File: src/rtl/erle_pkg.sv
// Types and constants shared by the escape run-length decoder files.
`timescale 1ns / 1ps

package erle_pkg;

  localparam int unsigned ByteW  = 8;
  localparam int unsigned CountW = 9;
  localparam int unsigned LimitW = 16;

  // Decoder phase codes.
  localparam logic [1:0] PH_IDLE       = 2'd0;
  localparam logic [1:0] PH_NORMAL     = 2'd1;
  localparam logic [1:0] PH_AFTER_ESC  = 2'd2;
  localparam logic [1:0] PH_HAVE_VALUE = 2'd3;

  // A count byte of zero stands for a full run of 256.
  localparam logic [CountW-1:0] FULL_RUN = 9'd256;

  localparam logic [LimitW-1:0] LIMIT_RESET = 16'hFFFF;

  typedef struct packed {
    logic [ByteW-1:0] data_byte;
    logic             stream_start;
    logic             last_in;
  } in_item_t;

  typedef struct packed {
    logic [ByteW-1:0]  out_value;
    logic [CountW-1:0] repeat_count;
    logic              limit_reached;
  } out_item_t;

  // Beat handed from the input register to the decoding stage.
  typedef struct packed {
    logic     process;
    in_item_t item;
  } step_t;

  // Outcome of one decoding step.
  typedef struct packed {
    logic      emit;
    out_item_t run;
  } run_res_t;

endpackage

File: src/rtl/erle_if.sv
// Valid/ready stream interface carrying one payload beat.
`timescale 1ns / 1ps

interface erle_if #(
  parameter type payload_t = logic
);
  logic     valid;
  logic     ready;
  payload_t payload;

  modport source (output valid, output payload, input ready);
  modport sink   (input valid, input payload, output ready);
endinterface

File: src/rtl/erle_core.sv
// Decoder state and the single-step decoding logic for one compressed byte.
`timescale 1ns / 1ps

module erle_core (
  input  logic                          clk_i,
  input  logic                          rst_ni,
  input  erle_pkg::step_t               step_i,
  input  logic [erle_pkg::LimitW-1:0]   limit_i,
  output erle_pkg::run_res_t            result_o
);

  logic [erle_pkg::ByteW-1:0]  esc_q, esc_d;
  logic [1:0]                  phase_q, phase_d;
  logic [erle_pkg::ByteW-1:0]  held_q, held_d;
  logic [erle_pkg::LimitW-1:0] produced_q, produced_d;

  logic [erle_pkg::ByteW-1:0]  b;
  logic                        want;
  logic [erle_pkg::ByteW-1:0]  want_value;
  logic [erle_pkg::CountW-1:0] want_count;
  logic [erle_pkg::LimitW-1:0] room;
  logic [erle_pkg::CountW-1:0] clip_count;
  logic [erle_pkg::LimitW-1:0] produced_new;
  logic                        below_limit;

  assign b           = step_i.item.data_byte;
  assign below_limit = produced_q < limit_i;
  assign room        = limit_i - produced_q;

  // Clip the requested run to the room left below the limit.
  always_comb begin
    if ({7'd0, want_count} > room) begin
      clip_count = room[erle_pkg::CountW-1:0];
    end else begin
      clip_count = want_count;
    end
  end

  assign produced_new = produced_q + {7'd0, clip_count};

  always_comb begin
    esc_d      = esc_q;
    phase_d    = phase_q;
    held_d     = held_q;
    produced_d = produced_q;
    want       = 1'b0;
    want_value = b;
    want_count = 9'd1;
    if (step_i.process) begin
      if (step_i.item.stream_start) begin
        esc_d      = b;
        produced_d = '0;
        held_d     = '0;
        phase_d    = step_i.item.last_in ? erle_pkg::PH_IDLE : erle_pkg::PH_NORMAL;
      end else if (phase_q != erle_pkg::PH_IDLE) begin
        if (below_limit) begin
          unique case (phase_q)
            erle_pkg::PH_NORMAL: begin
              if (b != esc_q) begin
                want = 1'b1;
              end else begin
                phase_d = erle_pkg::PH_AFTER_ESC;
              end
            end
            erle_pkg::PH_AFTER_ESC: begin
              if (b == esc_q) begin
                want    = 1'b1;
                phase_d = erle_pkg::PH_NORMAL;
              end else begin
                held_d  = b;
                phase_d = erle_pkg::PH_HAVE_VALUE;
              end
            end
            erle_pkg::PH_HAVE_VALUE: begin
              want       = 1'b1;
              want_value = held_q;
              want_count = (b == '0) ? erle_pkg::FULL_RUN : {1'b0, b};
              phase_d    = erle_pkg::PH_NORMAL;
            end
            default: begin
              phase_d = phase_q;
            end
          endcase
          if (want) begin
            produced_d = produced_new;
          end
        end
        if (step_i.item.last_in) begin
          phase_d = erle_pkg::PH_IDLE;
        end
      end
    end
  end

  always_comb begin
    result_o.emit              = want;
    result_o.run.out_value     = want_value;
    result_o.run.repeat_count  = clip_count;
    result_o.run.limit_reached = produced_new >= limit_i;
  end

  always_ff @(posedge clk_i or negedge rst_ni) begin
    if (!rst_ni) begin
      esc_q      <= '0;
      phase_q    <= erle_pkg::PH_IDLE;
      held_q     <= '0;
      produced_q <= '0;
    end else begin
      esc_q      <= esc_d;
      phase_q    <= phase_d;
      held_q     <= held_d;
      produced_q <= produced_d;
    end
  end

  // A run is only produced for a processed byte while a stream is open.
  assert property (@(posedge clk_i) disable iff (!rst_ni)
    result_o.emit |-> (step_i.process && !step_i.item.stream_start &&
                       phase_q != erle_pkg::PH_IDLE))
    else $error("run emitted outside an open stream");

  // A stream start always clears the produced count.
  assert property (@(posedge clk_i) disable iff (!rst_ni)
    (step_i.process && step_i.item.stream_start) |=> produced_q == '0)
    else $error("produced count not cleared on stream start");

  // An emitted run never overshoots the limit.
  assert property (@(posedge clk_i) disable iff (!rst_ni)
    result_o.emit |-> (produced_new <= limit_i && produced_new > produced_q))
    else $error("run overshoots output limit");

endmodule

File: src/rtl/escape_rle_decoder.sv
// Top level of the escape-byte run-length decoder: handshake, limit register, input and output registers.
`timescale 1ns / 1ps

// The decoder takes one compressed byte per cycle and hands out at most one run
// descriptor (value, repeat count 1 to 256, limit flag) per byte. A byte passes
// through an input register, the combinational decoding logic and a result
// register that drives the output. Input ready falls only when both registers
// hold a beat and the sink is stalling; with the sink ready the block sustains
// one byte every cycle. The output limit should be written only while no bytes
// are in flight.
module escape_rle_decoder (
  input  logic                         clk_i,
  input  logic                         rst_ni,
  input  logic                         cfg_we_i,
  input  logic [erle_pkg::LimitW-1:0]  cfg_wdata_i,
  erle_if.sink                         in_i,
  erle_if.source                       out_o
);

  logic [erle_pkg::LimitW-1:0] limit_q;

  logic                 in_vld_q, in_vld_d;
  erle_pkg::in_item_t   in_item_q;
  logic                 out_vld_q, out_vld_d;
  erle_pkg::out_item_t  out_item_q;

  logic                 advance;
  logic                 in_ready;
  erle_pkg::step_t      step;
  erle_pkg::run_res_t   res;

  assign advance  = !out_vld_q || out_o.ready;
  assign in_ready = !in_vld_q || advance;

  assign step.process = in_vld_q && advance;
  assign step.item    = in_item_q;

  erle_core u_core (
    .clk_i    (clk_i),
    .rst_ni   (rst_ni),
    .step_i   (step),
    .limit_i  (limit_q),
    .result_o (res)
  );

  always_comb begin
    in_vld_d = in_vld_q;
    if (in_ready) begin
      in_vld_d = in_i.valid;
    end
    out_vld_d = out_vld_q;
    if (advance) begin
      out_vld_d = step.process && res.emit;
    end
  end

  always_ff @(posedge clk_i or negedge rst_ni) begin
    if (!rst_ni) begin
      limit_q   <= erle_pkg::LIMIT_RESET;
      in_vld_q  <= 1'b0;
      out_vld_q <= 1'b0;
    end else begin
      if (cfg_we_i) begin
        limit_q <= cfg_wdata_i;
      end
      in_vld_q  <= in_vld_d;
      out_vld_q <= out_vld_d;
    end
  end

  always_ff @(posedge clk_i) begin
    if (in_ready && in_i.valid) begin
      in_item_q <= in_i.payload;
    end
    if (step.process && res.emit) begin
      out_item_q <= res.run;
    end
  end

  assign in_i.ready    = in_ready;
  assign out_o.valid   = out_vld_q;
  assign out_o.payload = out_item_q;

  // Every delivered run carries at least one byte.
  assert property (@(posedge clk_i) disable iff (!rst_ni)
    out_vld_q |-> out_item_q.repeat_count != '0)
    else $error("run descriptor with zero repeat count");

  // Back-pressure reaches the input only when both registers are full and stalled.
  assert property (@(posedge clk_i) disable iff (!rst_ni)
    !in_ready |-> (in_vld_q && out_vld_q && !out_o.ready))
    else $error("input stalled without a full pipeline");

  // A processed byte with no new beat behind it leaves the input register empty.
  assert property (@(posedge clk_i) disable iff (!rst_ni)
    (step.process && !in_i.valid) |=> !in_vld_q)
    else $error("input beat processed twice");

endmodule
File: src/flat_wrapper.sv
// flat-port wrapper written by rule: the top's interface ports become plain ports
module escape_rle_decoder_flat 
  (clk_i, rst_ni, cfg_we_i, cfg_wdata_i, in_i_valid, in_i_payload, in_i_ready, out_o_valid, out_o_payload, out_o_ready);
  erle_if in_i_i ();
  erle_if out_o_i ();
  input  logic clk_i;
  input  logic rst_ni;
  input  logic cfg_we_i;
  input  logic [erle_pkg::LimitW-1:0] cfg_wdata_i;
  input wire logic [$bits(in_i_i.valid)-1:0] in_i_valid;
  input wire logic [$bits(in_i_i.payload)-1:0] in_i_payload;
  output wire logic [$bits(in_i_i.ready)-1:0] in_i_ready;
  output wire logic [$bits(out_o_i.valid)-1:0] out_o_valid;
  output wire logic [$bits(out_o_i.payload)-1:0] out_o_payload;
  input wire logic [$bits(out_o_i.ready)-1:0] out_o_ready;
  assign in_i_i.valid = in_i_valid;
  assign in_i_i.payload = in_i_payload;
  assign in_i_ready = in_i_i.ready;
  assign out_o_valid = out_o_i.valid;
  assign out_o_payload = out_o_i.payload;
  assign out_o_i.ready = out_o_ready;
  escape_rle_decoder u_core (.clk_i(clk_i), .rst_ni(rst_ni), .cfg_we_i(cfg_we_i), .cfg_wdata_i(cfg_wdata_i), .in_i(in_i_i), .out_o(out_o_i));
endmodule
File: config.mk
export PLATFORM = sky130hd
export DESIGN_NAME = escape_rle_decoder_flat
export DESIGN_NICKNAME = d
export VERILOG_FILES = /design/src/rtl/erle_pkg.sv /design/src/rtl/erle_if.sv /design/src/rtl/erle_core.sv /design/src/rtl/escape_rle_decoder.sv /design/src/flat_wrapper.sv
export SDC_FILE = /design/constraint.sdc
export NUM_CORES = 1
export LEC_CHECK = 0
export ABC_AREA = 1
export ABC_CLOCK_PERIOD_IN_PS = 14400
export BUFFER_PORTS_ARGS = -buffer_cell sky130_fd_sc_hd__buf_2
export CAP_MARGIN = 20
export CELL_PAD_IN_SITES_DETAIL_PLACEMENT = 2
export CELL_PAD_IN_SITES_GLOBAL_PLACEMENT = 2
export CORE_MARGIN = 3
export CORE_UTILIZATION = 32
export CTS_CLUSTER_DIAMETER = 80
export DETAILED_ROUTE_END_ITERATION = 12
export PLACE_DENSITY = 0.83
export SLEW_MARGIN = 5
export SYNTH_ARGS = -nofsm -noshare
export SYNTH_HDL_FRONTEND = slang
export SYNTH_SLANG_ARGS = --single-unit
File: constraint.sdc
create_clock -name clk_i -period 14.4 [get_ports clk_i]
set_clock_uncertainty 0.1 [all_clocks]
set_input_delay 0 -clock clk_i [delete_from_list [all_inputs] [get_ports clk_i]]
set_output_delay 0 -clock clk_i [all_outputs]
set_load 0.01 [all_outputs]
==> flow_summary_export.csv <==
group,metric,value,unit
run_status,status,"finished clean",
global_routing,grt_max_degree,37,
floorplan,start_util,0.3302,
cts,cts_resized,0,
cells_and_area,fin_util,0.3823,
yosys,synth.distinct_cells,34,
yosys,synth-seq-cells,38,
power_and_ir_drop,max-vdd-ir-drop,80.10,uV
min_path,hold_path.class,"primary input to flop",
worst_setup_path,cp_num_buf_inv,7,
yosys,synth_nets,605,
cts,numCtsBuffers,5,
yosys,synth.area.top_cells,"nand2_1 17%, ha_1 15%, dfrtp_1 14%",
worst_setup_path,critPathArrivalTime,7.05,ns
detailed_routing,vias_per_cell,5.327,
worst_setup_path,crit_slowest_cell,"dfstp_2",
power_and_ir_drop,clkPwrFrac,0.286,
worst_setup_path,cpMostUsedCell,"nand3_1",
cts,clkTransAtPathRegs,0.09,ns
power_and_ir_drop,p_int,177.0,uW
placement,numPortBuffers,24,
detailed_routing,ant_nets,0,
yosys,yosysWarnings,0,
global_routing,grt_pass1_vias,4562,
cells_and_area,n_antenna_cell,0,
timing,hold_viol,0,
floorplan,die_w,112.0,um
placement,dp_hpwl,10510,um
timing,setup_viol,0,
cts,cts_max_level,2,
floorplan,ios,25,
timing,drv_slew,0,
timing,fin_crit,7.087,ns
cells_and_area,layout_common_cells,"163 x nand2_1, 102 x inv_1, 43 x ha_1",
detailed_routing,drtPass1Iterations,4,
cells_and_area,final_common_cell,"nand2_1",
power_and_ir_drop,swShare,0.3602,
job,max_cap_violations,0,
power_and_ir_drop,switching_power,99.67,uW
cells_and_area,area_delta_synth_final,15.80,%
floorplan,die_h,112.0,um
detailed_routing,drc,0,
worst_setup_path,path_max_fanout,19,
cts,cts_root_buf,"clkbuf_8",
cells_and_area,layout-drive-gt1-share,0.09881,
yosys,synth_cells,538,
yosys,synth_area,3595,um2
global_routing,track_usage,0.2614,
floorplan,core-area,10890,um2
yosys,synth_top_area_frac,0.1702,
detailed_routing,num_vias,3873,
cts,cts_sinks,38,
power_and_ir_drop,leakagePower,0.002255,uW
worst_setup_path,crit_type,"flop to flop",
worst_setup_path,slowest_delay,0.56,ns
worst_setup_path,critPathCaptureType,"flop",
cells_and_area,fillers,1308,
power_and_ir_drop,seq_power_share,0.437,
worst_setup_path,cp.required,14.36,ns
placement,gp_congestion,0.8721,
yosys,synth_edf_count,2,
timing,final.period_utilization,0.4921,
cts,cts_tree,"done",
detailed_routing,drt_iter0_markers,197,
timing,relSlewSlack,0.4049,
yosys,synth_top_cell_by_area,"nand2_1",
timing,worst_slew_pin_slew,0.8926,ns
timing,rsz0062_at_grt,"no",
global_routing,antenna_found_initial,0,
power_and_ir_drop,combPwrFrac,0.277,
yosys,syn_area_per_cell,6.682,um2
global_routing,grt_overflow,0,
yosys,yosys_most_used_dff,"dfrtp_1",
cts,postCtsSetupBuffers,0,
yosys,ys_async_sr_fraction,0.9474,
worst_setup_path,cp_top_family,"simple AND/OR/NAND/NOR gates",
cts,cts_buffer_depth,2,
cts,clk_latency,0.32,ns
floorplan,rows,38,
timing,clock.fmax,141.1,MHz
timing,timing.hold.ws,0.08968,ns
power_and_ir_drop,power_density,66.46,nW/um2
cells_and_area,layout.nets,653,
global_routing,grt_first_pass_wirelength,25390,um
floorplan,dieArea,12540,um2
worst_setup_path,startpoint_type,"flop",
timing,fin_tns_setup,0,ns
detailed_routing,wl,15480,um
yosys,ys_seq_area_frac,0.2729,
detailed_routing,wl_per_cell,21.30,um
## worst register-to-register path, delay by kind of cell, from the launching register on
family / cells / cell delay, ns
adder cells (fa/ha/maj): 6 / 1.70
XOR/XNOR: 1 / 0.24
flip-flops: 1 / 0.56
AND/OR/NAND/NOR: 20 / 2.45
buffers and inverters: 7 / 0.76
AO/OA/AOI/OAI: 5 / 1.03
## cell families after synthesis
| family | synth area share |
|---|---|
| AND/OR/NAND/NOR | 0.2979 |
| adder cells (fa/ha/maj) | 0.1608 |
| XOR/XNOR | 0.03655 |
| flip-flops | 0.2729 |
| AO/OA/AOI/OAI | 0.1149 |
| buffers and inverters | 0.1170 |
## final timing paths
kind / cells past startpoint / slack, ns / end / start
worst max-delay path: 39 / 7.31 / u_core.out_o.payload / u_core.limit_q[0]
min in group asynchronous: 2 / 0.24 / u_core.u_core.produced_q[7] / rst_ni
worst max register to register: 39 / 7.31 / u_core.out_o.payload / u_core.limit_q[0]
worst min register to register: 1 / 0.44 / u_core.u_core.phase_q[0] / u_core.in_item_q[0]
worst min-delay path: 3 / 0.09 / u_core.limit_q[5] / cfg_we_i
max in group asynchronous: 2 / 13.39 / u_core.in_vld_q / rst_ni
## flip-flops by register name, summed over array words and instances (netlist names)
register / count
u_core.in_vld_q: 1
u_core.limit_q: 16
u_core.out_o.payload: 1
u_core.u_core.phase_q: 2
u_core.u_core.produced_q: 16
u_core.out_o.valid: 1
u_core.in_item_q: 1
## synthesized netlist by cell type, types with 2 or more instances
master      n
o21ai_0    36
inv_1     102
dfrtp_1    20
a21oi_1    29
xnor2_1     3
xor2_1     12
ha_1       43
edfxtp_1    2
nand3_1    37
fa_1        2
nor2_1     26
nand2_1   163
and2_1      2
dfstp_2    16
clkbuf_1    3
nand4_1     9
nor2_2      4
nand2_2     4
o21ai_1     5
nor3_1      6
## layer usage
| layer | global-route usage | vias to the layer above | part of all wire |
|---|---|---|---|
| li1 | - | 1808 | - |
| met1 | 0.3078 | 1909 | 0.41 |
| met2 | 0.4600 | 103 | 0.50 |
| met3 | 0.03967 | 53 | 0.042 |
| met4 | 0.1330 | 0 | 0.047 |
| met5 | 0 | - | 0 |
## power by group through the flow
stage	clock network [uW]	registers (uW)	logic [uW]
after floorplan	0	119	45.9
after detailed placement	0	122	68.4
after global routing	82.5	121	87.7
after CTS	77.3	120	73.8
final	79.2	121	76.6
after global placement	0	122	63.5
## per-stage QoR
step           total power [uW]  setup slack, ns  instances  area, um2
3_3_place_gp              185.1            8.168        697       3862
3_5_place_dp              190.3            7.631        697       3862
2_1_floorplan             164.6            8.902        538       3595
4_1_cts                   271.1            7.562        727       4163
6_report                  276.7            7.313        727       4163
5_1_grt                   291.4            6.683        727       4163
## area by class of cell
class                           count  area (um2)  share of cell area
Inverter                          104       392.9             0.09438
Multi-Input combinational cell    391        2193              0.5269
Sequential cell                    38       980.9              0.2356
Timing Repair Buffer               46       340.3             0.08176
Clock buffer                        8       80.08             0.01924
Tap cell                          140       175.2             0.04208
## repair_timing
action | 4_1_cts | 5_1_grt
hold buffers | 22 | 0
endpoints found under the hold margin | 40 | 0
endpoints found under the setup margin | 0 | 0
No activity file was read; power rests on OpenSTA's default activity.
